[src/rtl/core/assert_macros.svh]
// assertion macros for the neighbour table rtl
`ifndef ASSERT_MACROS_SVH
`define ASSERT_MACROS_SVH

// expression holds at every clock edge out of reset
`define ASSERT_ALWAYS(label, clk, rst, expr, msg) \
  label: assert property (@(posedge clk) disable iff (rst) (expr)) else $error(msg);

// consequent holds in the same cycle as the antecedent
`define ASSERT_IMPLIES(label, clk, rst, ante, cons, msg) \
  label: assert property (@(posedge clk) disable iff (rst) (ante) |-> (cons)) else $error(msg);

// consequent holds in the cycle after the antecedent
`define ASSERT_NEXT(label, clk, rst, ante, cons, msg) \
  label: assert property (@(posedge clk) disable iff (rst) (ante) |=> (cons)) else $error(msg);

`endif

[src/rtl/core/nta_pkg.sv]
// types, codes and defaults for the neighbour table with miss-count eviction
package nta_pkg;

  localparam int SLOTS            = 8;
  localparam int ID_BYTES_DEFAULT = 6;
  localparam int ID_W             = 48;

  localparam logic [3:0] MISS_LIMIT_RESET = 4'd3;
  localparam logic [3:0] MISS_MAX         = 4'd15;

  localparam logic [1:0] MODE_BEACON = 2'd0;
  localparam logic [1:0] MODE_AGE    = 2'd1;
  localparam logic [1:0] MODE_READ   = 2'd2;

  typedef struct packed {
    logic [ID_W-1:0] id;
    logic [7:0]      rssi;
    logic [7:0]      battery;
    logic [3:0]      missed;
  } nta_entry_t;

  typedef struct packed {
    logic [3:0] count;
    logic [2:0] slot_used;
    logic       was_known;
    logic       displaced;
    logic [3:0] removed;
    logic       entry_valid;
    nta_entry_t entry;
  } nta_result_t;

endpackage

[src/rtl/core/nta_table_ram.sv]
// entry memory: one write port, one registered read port
module nta_table_ram (
  input  logic                              clk,
  input  logic                              wr_en,
  input  logic [$clog2(nta_pkg::SLOTS)-1:0] wr_addr,
  input  nta_pkg::nta_entry_t               wr_data,
  input  logic                              rd_en,
  input  logic [$clog2(nta_pkg::SLOTS)-1:0] rd_addr,
  output nta_pkg::nta_entry_t               rd_data
);
  import nta_pkg::*;

  nta_entry_t mem [SLOTS];

  always_ff @(posedge clk) begin
    if (wr_en) begin
      mem[wr_addr] <= wr_data;
    end
    if (rd_en) begin
      rd_data <= mem[rd_addr];
    end
  end

endmodule

[src/rtl/core/nta_ctrl.sv]
// sequencer: scans, places, compacts and reads table entries through the memory
module nta_ctrl #(
  parameter int ID_BYTES = nta_pkg::ID_BYTES_DEFAULT
) (
  input  logic                              clk,
  input  logic                              rst,
  input  logic                              start,
  input  logic [1:0]                        mode,
  input  logic [nta_pkg::ID_W-1:0]          node_id,
  input  logic [7:0]                        rssi_lo,
  input  logic [7:0]                        battery,
  input  logic [2:0]                        entry_index,
  input  logic [3:0]                        miss_limit,
  output logic                              busy,
  output logic                              rd_en,
  output logic [$clog2(nta_pkg::SLOTS)-1:0] rd_addr,
  input  nta_pkg::nta_entry_t               rd_data,
  output logic                              wr_en,
  output logic [$clog2(nta_pkg::SLOTS)-1:0] wr_addr,
  output nta_pkg::nta_entry_t               wr_data,
  output logic                              res_valid,
  output nta_pkg::nta_result_t              res
);
  import nta_pkg::*;
  `include "assert_macros.svh"

  localparam int AW   = $clog2(SLOTS);
  localparam int CW   = $clog2(SLOTS + 1);
  localparam int CMPW = (CW > 3) ? CW : 3;
  localparam logic [ID_W-1:0] ID_MASK = (ID_BYTES >= 6) ? {ID_W{1'b1}} :
                                        ID_W'((64'd1 << (8 * ID_BYTES)) - 64'd1);

  localparam logic [2:0] S_IDLE  = 3'd0;
  localparam logic [2:0] S_SCAN  = 3'd1;
  localparam logic [2:0] S_PLACE = 3'd2;
  localparam logic [2:0] S_AGE   = 3'd3;
  localparam logic [2:0] S_READ  = 3'd4;

  logic [2:0]      state;
  logic [CW-1:0]   cnt;
  logic [CW-1:0]   rd_ptr;
  logic            pend;
  logic [AW-1:0]   pend_addr;
  logic [CW-1:0]   wp;
  logic [CW-1:0]   removed_cnt;
  logic            hit;
  logic [AW-1:0]   hit_slot;
  logic [3:0]      best_miss;
  logic [AW-1:0]   best_slot;
  logic [ID_W-1:0] op_id;
  logic [7:0]      op_rssi;
  logic [7:0]      op_battery;

  logic            issue_ok;
  logic            rd_hit;
  logic [3:0]      miss_inc;
  logic            drop;
  logic            idx_ok;
  logic            full;
  logic [AW-1:0]   place_slot;
  logic [CW-1:0]   cnt_after;

  assign busy      = (state != S_IDLE);
  assign issue_ok  = (rd_ptr < cnt);
  assign rd_hit    = pend && (state == S_SCAN) && (rd_data.id == op_id);
  assign miss_inc  = (rd_data.missed == MISS_MAX) ? MISS_MAX : rd_data.missed + 4'd1;
  assign drop      = (miss_inc >= miss_limit);
  assign idx_ok    = (CMPW'(entry_index) < CMPW'(cnt));
  assign full      = (cnt == CW'(SLOTS));
  assign place_slot = hit ? hit_slot : (full ? best_slot : cnt[AW-1:0]);
  assign cnt_after  = (!hit && !full) ? cnt + CW'(1) : cnt;

  always_comb begin
    rd_en     = 1'b0;
    rd_addr   = rd_ptr[AW-1:0];
    wr_en     = 1'b0;
    wr_addr   = wp[AW-1:0];
    wr_data   = '0;
    res_valid = 1'b0;
    res       = '0;
    res.count = 4'(cnt);
    case (state)
      S_IDLE: begin
        if (start) begin
          if (mode == MODE_READ && idx_ok) begin
            rd_en   = 1'b1;
            rd_addr = AW'(entry_index);
          end else if (mode != MODE_BEACON && mode != MODE_AGE) begin
            // unused mode or read beyond count: answer at once
            res_valid = 1'b1;
          end
        end
      end
      S_SCAN: begin
        rd_en = issue_ok && !rd_hit;
      end
      S_PLACE: begin
        wr_en             = 1'b1;
        wr_addr           = place_slot;
        wr_data.id        = op_id;
        wr_data.rssi      = op_rssi;
        wr_data.battery   = op_battery;
        wr_data.missed    = 4'd0;
        res_valid         = 1'b1;
        res.count         = 4'(cnt_after);
        res.slot_used     = 3'(place_slot);
        res.was_known     = hit;
        res.displaced     = !hit && full;
      end
      S_AGE: begin
        rd_en = issue_ok;
        if (pend && !drop) begin
          wr_en          = 1'b1;
          wr_data        = rd_data;
          wr_data.missed = miss_inc;
        end
        if (!pend && !issue_ok) begin
          res_valid   = 1'b1;
          res.count   = 4'(wp);
          res.removed = 4'(removed_cnt);
        end
      end
      S_READ: begin
        res_valid       = 1'b1;
        res.entry_valid = 1'b1;
        res.entry       = rd_data;
      end
      default: begin
        res_valid = 1'b0;
      end
    endcase
  end

  always_ff @(posedge clk) begin
    if (rst) begin
      state <= S_IDLE;
      cnt   <= '0;
      pend  <= 1'b0;
    end else begin
      pend      <= rd_en;
      pend_addr <= rd_ptr[AW-1:0];
      if (rd_en && state != S_IDLE) begin
        rd_ptr <= rd_ptr + CW'(1);
      end
      case (state)
        S_IDLE: begin
          if (start) begin
            op_id       <= node_id & ID_MASK;
            op_rssi     <= rssi_lo;
            op_battery  <= battery;
            rd_ptr      <= '0;
            wp          <= '0;
            removed_cnt <= '0;
            hit         <= 1'b0;
            best_miss   <= '0;
            best_slot   <= '0;
            case (mode)
              MODE_BEACON: state <= S_SCAN;
              MODE_AGE:    state <= S_AGE;
              MODE_READ:   state <= idx_ok ? S_READ : S_IDLE;
              default:     state <= S_IDLE;
            endcase
          end
        end
        S_SCAN: begin
          if (rd_hit) begin
            hit      <= 1'b1;
            hit_slot <= pend_addr;
            state    <= S_PLACE;
          end else begin
            // lowest position wins a tie on the eviction candidate
            if (pend && (pend_addr == '0 || rd_data.missed > best_miss)) begin
              best_miss <= rd_data.missed;
              best_slot <= pend_addr;
            end
            if (!pend && !issue_ok) begin
              state <= S_PLACE;
            end
          end
        end
        S_PLACE: begin
          cnt   <= cnt_after;
          state <= S_IDLE;
        end
        S_AGE: begin
          if (pend) begin
            if (drop) begin
              removed_cnt <= removed_cnt + CW'(1);
            end else begin
              wp <= wp + CW'(1);
            end
          end
          if (!pend && !issue_ok) begin
            cnt   <= wp;
            state <= S_IDLE;
          end
        end
        S_READ: begin
          state <= S_IDLE;
        end
        default: begin
          state <= S_IDLE;
        end
      endcase
    end
  end

  `ASSERT_ALWAYS(a_cnt_range, clk, rst, cnt <= CW'(SLOTS), "count beyond table size")
  `ASSERT_IMPLIES(a_age_wr_behind, clk, rst, wr_en, wp <= CW'(pend_addr), "write ahead of read")
  `ASSERT_IMPLIES(a_pend_busy, clk, rst, pend, state != S_IDLE, "read data pending while idle")
  `ASSERT_NEXT(a_res_idle, clk, rst, res_valid, state == S_IDLE, "not idle after result")

endmodule

[src/rtl/core/neighbor_table_aging.sv]
// The table sits in a single-port-read memory and beacons and aging ticks walk it one entry
// per cycle: a beacon keeps busy high while it scans, waits for the last read to return and
// then writes the entry (it stops scanning early when the id is found), an aging tick while
// it reads, raises and compacts in one pass, a read while its one entry is fetched, and a
// read beyond count or an unused mode does not raise busy at all.
// The result is registered and appears on done for exactly one cycle after busy drops; it
// must be taken then, as the block cannot hold it. A new item may start in the cycle that
// its predecessor's result is shown. miss_limit resets to 3.
module neighbor_table_aging #(
  parameter int ID_BYTES = nta_pkg::ID_BYTES_DEFAULT
) (
  input  logic               clk,
  input  logic               rst,
  input  logic               start,
  output logic               busy,
  input  logic [1:0]         mode,
  input  logic [47:0]        node_id,
  input  logic signed [15:0] rssi,
  input  logic [7:0]         battery,
  input  logic [2:0]         entry_index,
  input  logic               cfg_we,
  input  logic [3:0]         cfg_wdata,
  output logic               done,
  output logic [3:0]         count,
  output logic [2:0]         slot_used,
  output logic               was_known,
  output logic               displaced,
  output logic [3:0]         removed,
  output logic               entry_valid,
  output logic [47:0]        entry_id,
  output logic signed [7:0]  entry_rssi,
  output logic [7:0]         entry_battery,
  output logic [3:0]         entry_missed
);
  import nta_pkg::*;

  localparam int AW = $clog2(SLOTS);

  logic [3:0]    miss_limit;
  logic          rd_en;
  logic [AW-1:0] rd_addr;
  nta_entry_t    rd_data;
  logic          wr_en;
  logic [AW-1:0] wr_addr;
  nta_entry_t    wr_data;
  logic          res_valid;
  nta_result_t   res;
  nta_result_t   res_q;

  always_ff @(posedge clk) begin
    if (rst) begin
      miss_limit <= MISS_LIMIT_RESET;
      done       <= 1'b0;
    end else begin
      if (cfg_we) begin
        miss_limit <= cfg_wdata;
      end
      done <= res_valid;
    end
  end

  // output stage for the result item
  always_ff @(posedge clk) begin
    if (res_valid) begin
      res_q <= res;
    end
  end

  assign count         = res_q.count;
  assign slot_used     = res_q.slot_used;
  assign was_known     = res_q.was_known;
  assign displaced     = res_q.displaced;
  assign removed       = res_q.removed;
  assign entry_valid   = res_q.entry_valid;
  assign entry_id      = res_q.entry.id;
  assign entry_rssi    = $signed(res_q.entry.rssi);
  assign entry_battery = res_q.entry.battery;
  assign entry_missed  = res_q.entry.missed;

  nta_ctrl #(
    .ID_BYTES (ID_BYTES)
  ) u_ctrl (
    .clk         (clk),
    .rst         (rst),
    .start       (start),
    .mode        (mode),
    .node_id     (node_id),
    .rssi_lo     (rssi[7:0]),
    .battery     (battery),
    .entry_index (entry_index),
    .miss_limit  (miss_limit),
    .busy        (busy),
    .rd_en       (rd_en),
    .rd_addr     (rd_addr),
    .rd_data     (rd_data),
    .wr_en       (wr_en),
    .wr_addr     (wr_addr),
    .wr_data     (wr_data),
    .res_valid   (res_valid),
    .res         (res)
  );

  nta_table_ram u_ram (
    .clk     (clk),
    .wr_en   (wr_en),
    .wr_addr (wr_addr),
    .wr_data (wr_data),
    .rd_en   (rd_en),
    .rd_addr (rd_addr),
    .rd_data (rd_data)
  );

endmodule

[config.mk]
export PLATFORM = sky130hd
export DESIGN_NAME = neighbor_table_aging
export DESIGN_NICKNAME = d
export VERILOG_FILES = /design/src/rtl/core/nta_pkg.sv /design/src/rtl/core/nta_table_ram.sv /design/src/rtl/core/nta_ctrl.sv /design/src/rtl/core/neighbor_table_aging.sv
export VERILOG_INCLUDE_DIRS = /design/src /design/src/rtl/core
export SDC_FILE = /design/constraint.sdc
export NUM_CORES = 1
export LEC_CHECK = 0
export ABC_CLOCK_PERIOD_IN_PS = 8100
export BUFFER_PORTS_ARGS = -buffer_cell sky130_fd_sc_hd__buf_2
export CORE_MARGIN = 2
export CORE_UTILIZATION = 60
export DETAILED_ROUTE_END_ITERATION = 10
export HOLD_SLACK_MARGIN = 0.12
export PLACE_DENSITY = 0.78
export SLEW_MARGIN = 20
export SYNTH_ARGS = -nofsm -noshare
export SYNTH_HDL_FRONTEND = slang
export SYNTH_SLANG_ARGS = --single-unit
[constraint.sdc]
create_clock -name clk -period 8.1 [get_ports clk]
set_clock_uncertainty 0.05 [all_clocks]
set_input_delay 1.62 -clock clk [delete_from_list [all_inputs] [get_ports clk]]
set_output_delay 1.62 -clock clk [all_outputs]
set_load 0.02 [all_outputs]
## Word-level counts from Yosys, hierarchy flattened

Memory sizes are Yosys's and may differ from the RTL's. A register that Yosys moved wholly into a read port is not among the register bits.
Cells that the tools add are included.

| operators by class | value |
|---|---|
| multiplexer cells | 52 |
| add/subtract/negate cells | 5 |
| magnitude comparators | 4 |
| equal/unequal tests | 19 |
| reduce and logical (&&, ||, !) cells | 34 |
| bitwise gates (word level) | 1 |

Operator list:

| cell | number |
|---|---|
| $pmux W68 S2 | 1 |
| $mux W69 | 1 |
| $mux W68 | 1 |
| $mux W4 | 13 |
| $eq A48 B48 Y1 | 1 |
| $mux W3 | 14 |
| $pmux W4 S2 | 4 |
| $add A4 B1 Y4 const B | 5 |
| $pmux W3 S3 | 2 |
| $reduce_and A5 Y1 | 3 |
| $logic_and A1 B1 Y1 | 11 |
| $mux W1 | 11 |
| $ne A2 B1 Y1 const B | 5 |
| $reduce_and A3 Y1 | 3 |
| $eq A4 B4 Y1 const B | 2 |
| $ne A2 B2 Y1 const B | 4 |
| $eq A3 B2 Y1 const B | 2 |
| $logic_not A1 Y1 | 6 |
| $logic_not A3 Y1 | 2 |
| $pmux W1 S3 | 2 |
| $pmux W3 S2 | 1 |
| $reduce_bool A2 Y1 | 3 |
| $ge A4 B4 Y1 | 1 |
| $gt A4 B4 Y1 | 1 |
| 15 further kinds | 16 |

| storage, ports and cells | value |
|---|---|
| input port bits | 85 |
| register bits | 185 |
| logic and storage cells | 142 |
| memories kept | 1 |
| output and inout bits | 84 |
| RAM bits | 544 |

Memory list:

| memory | depth | width | read ports | clocked after memory_dff | write ports | line | RTL |
|---|---|---|---|---|---|---|---|
| u_ram.mem | 8 | 68 | 1 | 1 | 1 | nta_table_ram.sv:13 | `nta_entry_t mem [SLOTS];` |

## Logic depth before layout (Yosys ltp)

| logic depth | value |
|---|---|
| depth after elaboration | 10 |
| gate-level depth with buffers | 13 |
| depth with buffers taken out | 11 |

## By module

Synthesis repeated with hierarchy kept, for this count alone.

| unflattened totals | value |
|---|---|
| cells, all modules | 1514 |
| area total of the unflattened synthesis | 31144.9 um2 |

By module, submodules not included:

| module | cells each | seq. area each (um2) | instances | area an instance (um2) |
|---|---|---|---|---|
| nta_table_ram | 867 | 18377.6 | 1 | 22477.8 |
| nta_ctrl | 551 | 2862.7 | 1 | 6040.8 |
| neighbor_table_aging | 96 | 2562.5 | 1 | 2626.3 |

## Least setup slack after synthesis

OpenSTA, ideal clock, no wires.

| timing path | value |
|---|---|
| kind | reg-to-reg |
| start point | register, netlist name u_ram.rd_data[0] |
| end point | memory u_ram.mem[7][0] (netlist name) (enable) |
| data arrival time | 5259 ps |
| setup slack | 2296 ps |
| data required time | 7555 ps |
| cell stages (with the launch flop) | 13 |
| path buffers | 1 |
| library setup time | 495 ps |
| period minus slack after synthesis | 5804 ps |
| cell sequence | edfxtp_1 -> ha_1 -> nand3_1 -> and2_1 -> ha_1 -> nand2b_1 -> a21o_1 -> a21o_1 -> a21oi_1 -> and3_1 -> clkbuf_1 -> a31oi_1 -> nor2_1 |

| between the ends | value |
|---|---|
| cells in the longest elaborated chain, start to end | 9 |
| elaborated cells on any way between the ends | 10 |
| classes of those cells | 1 x add/sub; 1 x order compare; 1 x eq/ne; 5 x mux; 2 x reduce/logical |

Ends and longest elaborated chain:

| element | line | RTL |
|---|---|---|
| $add A4 B1 Y4 / $eq A4 B4 Y1 (equally long branches) | nta_ctrl.sv:66 | `assign miss_inc = (rd_data.missed == MISS_MAX) ? MISS_MAX : rd_data.missed + 4'd1;` |
| $mux W4 * | nta_ctrl.sv:66 |  |
| $ge A4 B4 Y1 * | nta_ctrl.sv:67 | `assign drop = (miss_inc >= miss_limit);` |
| $logic_not A1 Y1 * | nta_ctrl.sv:112 | `if (pend && !drop) begin` |
| $logic_and A1 B1 Y1 * | nta_ctrl.sv:112 |  |
| $mux W1 * | nta_ctrl.sv:112 |  |
| $pmux W1 S2 * | nta_ctrl.sv:82 | `case (state)` |
| $mux W1 * | nta_table_ram.sv:16 | `if (wr_en) begin` |
| $mux W1 (implied by the code) * | nta_table_ram.sv:17 | `mem[wr_addr] <= wr_data;` |
| to (decl) | nta_table_ram.sv:13 |  |

Every way passes the cells marked *; elsewhere a longest branch is shown, timed or not.

## Worst setup path after layout

| timing path | value |
|---|---|
| start point | register, netlist name u_ram.rd_data[0] |
| end point | memory u_ram.mem[3][46] (netlist name) (enable) |

| between the ends | value |
|---|---|
| cells in the longest elaborated chain, start to end | 9 |
| elaborated cells on any way between the ends | 10 |
| classes of those cells | 1 x add/sub; 1 x order compare; 1 x eq/ne; 5 x mux; 2 x reduce/logical |

Ends and longest elaborated chain:

| element | line |
|---|---|
| $add A4 B1 Y4 / $eq A4 B4 Y1 (equally long branches) | nta_ctrl.sv:66 |
| $mux W4 * | nta_ctrl.sv:66 |
| $ge A4 B4 Y1 * | nta_ctrl.sv:67 |
| $logic_not A1 Y1 * | nta_ctrl.sv:112 |
| $logic_and A1 B1 Y1 * | nta_ctrl.sv:112 |
| $mux W1 * | nta_ctrl.sv:112 |
| $pmux W1 S2 * | nta_ctrl.sv:82 |
| $mux W1 * | nta_table_ram.sv:16 |
| $mux W1 (implied by the code) * | nta_table_ram.sv:17 |

Marked as above.

==> flow_summary.json <==
{
  "chipWidth_um": 232,
  "cp_max_fo": 63,
  "cts_hold_buf": 0,
  "pre_cts_ws_ns": 2.69,
  "synth.avg_cell_area_um2": 18.0,
  "initial_core_util_pct": 60.6,
  "finalSetupTns_ns": 0,
  "seq_area_frac_synth_pct": 76.6,
  "place.gp.congestion": 0.861,
  "cts_setup_buffers": 0,
  "antenna_cells": 0,
  "hold_viol_final": 0,
  "cts_root_buffer": "clkbuf_16",
  "synthFlopType": "edfxtp_1",
  "min_path_type": "flop to flop",
  "slew_headroom_pct": 26.3,
  "setup_viol": 0,
  "rows": 83,
  "hpwl_mm": 37.0,
  "vias_per_cell": 6.30,
  "synth_cell_types": 55,
  "drv_cap": 0,
  "slowest_delay_ns": 0.82,
  "postSynthRegisterBits": 797,
  "grt_pass1_vias": 16800,
  "critPathSlowestCell": "nor2_4",
  "synth-warning-count": 0,
  "io_buffers": 160,
  "start_kind": "flop",
  "cp.arrival_ns": 5.71,
  "p_leak_uw": 0.0127,
  "yosysTopAreaCellShare_pct": 75.8,
  "cp.required_ns": 8.28,
  "fin_crit_ns": 5.53,
  "cp-end-kind": "flop",
  "p_per_area_nw_per_um2": 246,
  "drtPass1Iterations": 6,
  "synthCells": 1730,
  "nNetsFinal": 2016,
  "worstHoldPathCells": 0,
  "grt_use_total_pct": 25.7,
  "numClockSinks": 797,
  "switching_share_pct": 22.3,
  "vdd_drop_max_mv": 0.162,
  "cts-resized-gates": 0,
  "drtIter0Drc": 2054,
  "clk_latency_ns": 0.62,
  "clockBufferDepth": 3,
  "p_int_uw": 6730,
  "clkPwrFrac_pct": 39.0,
  "timing.hold.ws_ns": 0.434,
  "p_switching_uw": 1930,
  "rsz0062_at_grt": "false",
  "clock.fmax_ghz": 0.181,
  "vias": 16700,
  "drive_above_1_share_pct": 21.9,
  "clkTransAtPathRegs_ns": 0.06,
  "core_area_um2": 51300,
  "die_area_um2": 53600,
  "grt_max_degree": 109,
  "pwr-share-comb_pct": 6.9,
  "r2r_cells": 13,
  "tightest_slew_ns": 1.10,
  "path_cells": "ha_1, nand3_1, and2_1, ha_1, nand2b_1, a21o_1, a21o_1, a21oi_1, and3_2, buf_4, a31oi_1, nor2_4, buf_4",
  "power_uw": 8660,
  "utilization_pct": 68.5,
  "synth-async-reset-ratio_pct": 0,
  "synthTopCellsByArea": "edfxtp_1 76%, mux2i_1 4.7%, mux2_2 4.1%, a221oi_1 1.9%, and2_1 1.8%",
  "io_pins": 169,
  "seq_power_share_pct": 54.1,
  "synth_edf_count": 784,
  "fillerInstances": 3199,
  "wl_per_cell_um": 26.0,
  "areaGrowthSynthToFinish_pct": 13.0,
  "synth_area_um2": 31100,
  "drc": 0,
  "status": "completed",
  "die_h_um": 232,
  "synthesis.nets": 1834,
  "yosys.area.top_type": "edfxtp_1",
  "grt_pass1_wl_mm": 101,
  "grt_antenna_before_repair": 0,
  "wl_mm": 69.1,
  "numCtsBuffers": 77,
  "drv_slew": 0,
  "cts_tree": "done",
  "setup_ws_ns": 2.57,
  "ant_nets": 0,
  "grt-ovfl-total": 0,
  "fin_crit_sh_pct": 68.3,
  "cts_max_level": 3,
  "crit_type": "flop to flop"
}
cell usage in the layout (no fill, tap or decap), types with 13 or more instances in the layout:
master,netlist,final
clkbuf_16,0,80
xor2_1,26,26
nand2_1,26,25
buf_4,2,27
clkinv_2,0,16
nor2_1,43,34
dfxtp_1,13,13
clkinv_1,1,17
a221oi_1,67,67
mux2_2,113,113
edfxtp_1,784,784
mux2i_1,145,144
ha_1,19,19
clkbuf_1,48,20
xnor2_1,19,19
buf_2,36,160
a22o_1,58,58
mux2_1,23,23
o21ai_0,16,16
o22ai_1,70,70
and2_1,90,89
inv_1,23,23
sequential cells by signal, indices dropped and copies added (netlist names), 8 cells and up:
signal             count
entry_rssi             8
u_ctrl.op_battery      8
entry_id              48
u_ram.rd_data         68
entry_battery          8
u_ctrl.op_id          48
u_ctrl.op_rssi         8
u_ram.mem            544
worst paths after layout:
path	from	to	slack, ns
worst max-delay path	u_ram.rd_data[0]	u_ram.mem[3][46]	2.57
worst max register to register	u_ram.rd_data[0]	u_ram.mem[3][46]	2.57
worst min-delay path	u_ctrl.pend_addr[0]	u_ctrl.hit_slot[0]	0.43
worst min register to register	u_ctrl.pend_addr[0]	u_ctrl.hit_slot[0]	0.43
power groups by stage:
stage	logic (uW)	registers [uW]	clock network [uW]
2_1_floorplan	350	4800	0
3_3_place_gp	574	4770	0
3_5_place_dp	590	4770	0
4_1_cts	594	4680	3410
5_1_grt	634	4690	3570
6_report	594	4680	3380
metal layers:
| layer | up-vias | share of wire, % | GRT usage, % |
|---|---|---|---|
| li1 | 7265 | - | - |
| met1 | 8475 | 40 | 35.0 |
| met2 | 835 | 47 | 40.3 |
| met3 | 154 | 8.6 | 5.14 |
| met4 | 0 | 4.1 | 11.9 |
| met5 | - | 0 | 0 |
layout make-up:
class                           instances  area, um^2  share of cell area, %
Clock buffer                          101        2090                   5.95
Clock inverter                         40         269                  0.766
Inverter                               24        90.1                  0.256
Multi-Input combinational cell        822        6950                   19.8
Sequential cell                       797       23800                   67.8
Tap cell                              680         851                   2.42
Timing Repair Buffer                  190        1070                   3.05
per-stage QoR:
step           area, um^2  instances
2_1_floorplan       31100       1730
4_1_cts             35100       2654
3_3_place_gp        32700       2512
6_report            35100       2654
3_5_place_dp        32800       2513
5_1_grt             35100       2654
cell families after synthesis:
logic type	after synthesis	share of synthesized area, %
fa+ha+maj	19	0.765
buf+inv	111	1.51
simple gates	216	3.80
xor+xnor	45	1.27
compound gates	261	6.44
flops	797	76.6
mux	281	9.60
cell usage after synthesis, types with 16 or more instances:
master    number
clkbuf_1      48
inv_1         23
mux2_2       113
and2_1        90
ha_1          19
edfxtp_1     784
o21ai_0       16
a221oi_1      67
a22o_1        58
buf_2         36
mux2_1        23
xnor2_1       19
o22ai_1       70
mux2i_1      145
nand2_1       26
nor2_1        43
xor2_1        26
worst max-delay path: cells and delay by family (launching register included):
family | cells | cell delay, ns
buf+inv | 2 | 1.39
simple gates | 5 | 1.48
flops | 1 | 0.49
compound gates | 4 | 1.20
fa+ha+maj | 2 | 0.52
Note: power is estimated with default switching activity, not from simulation.
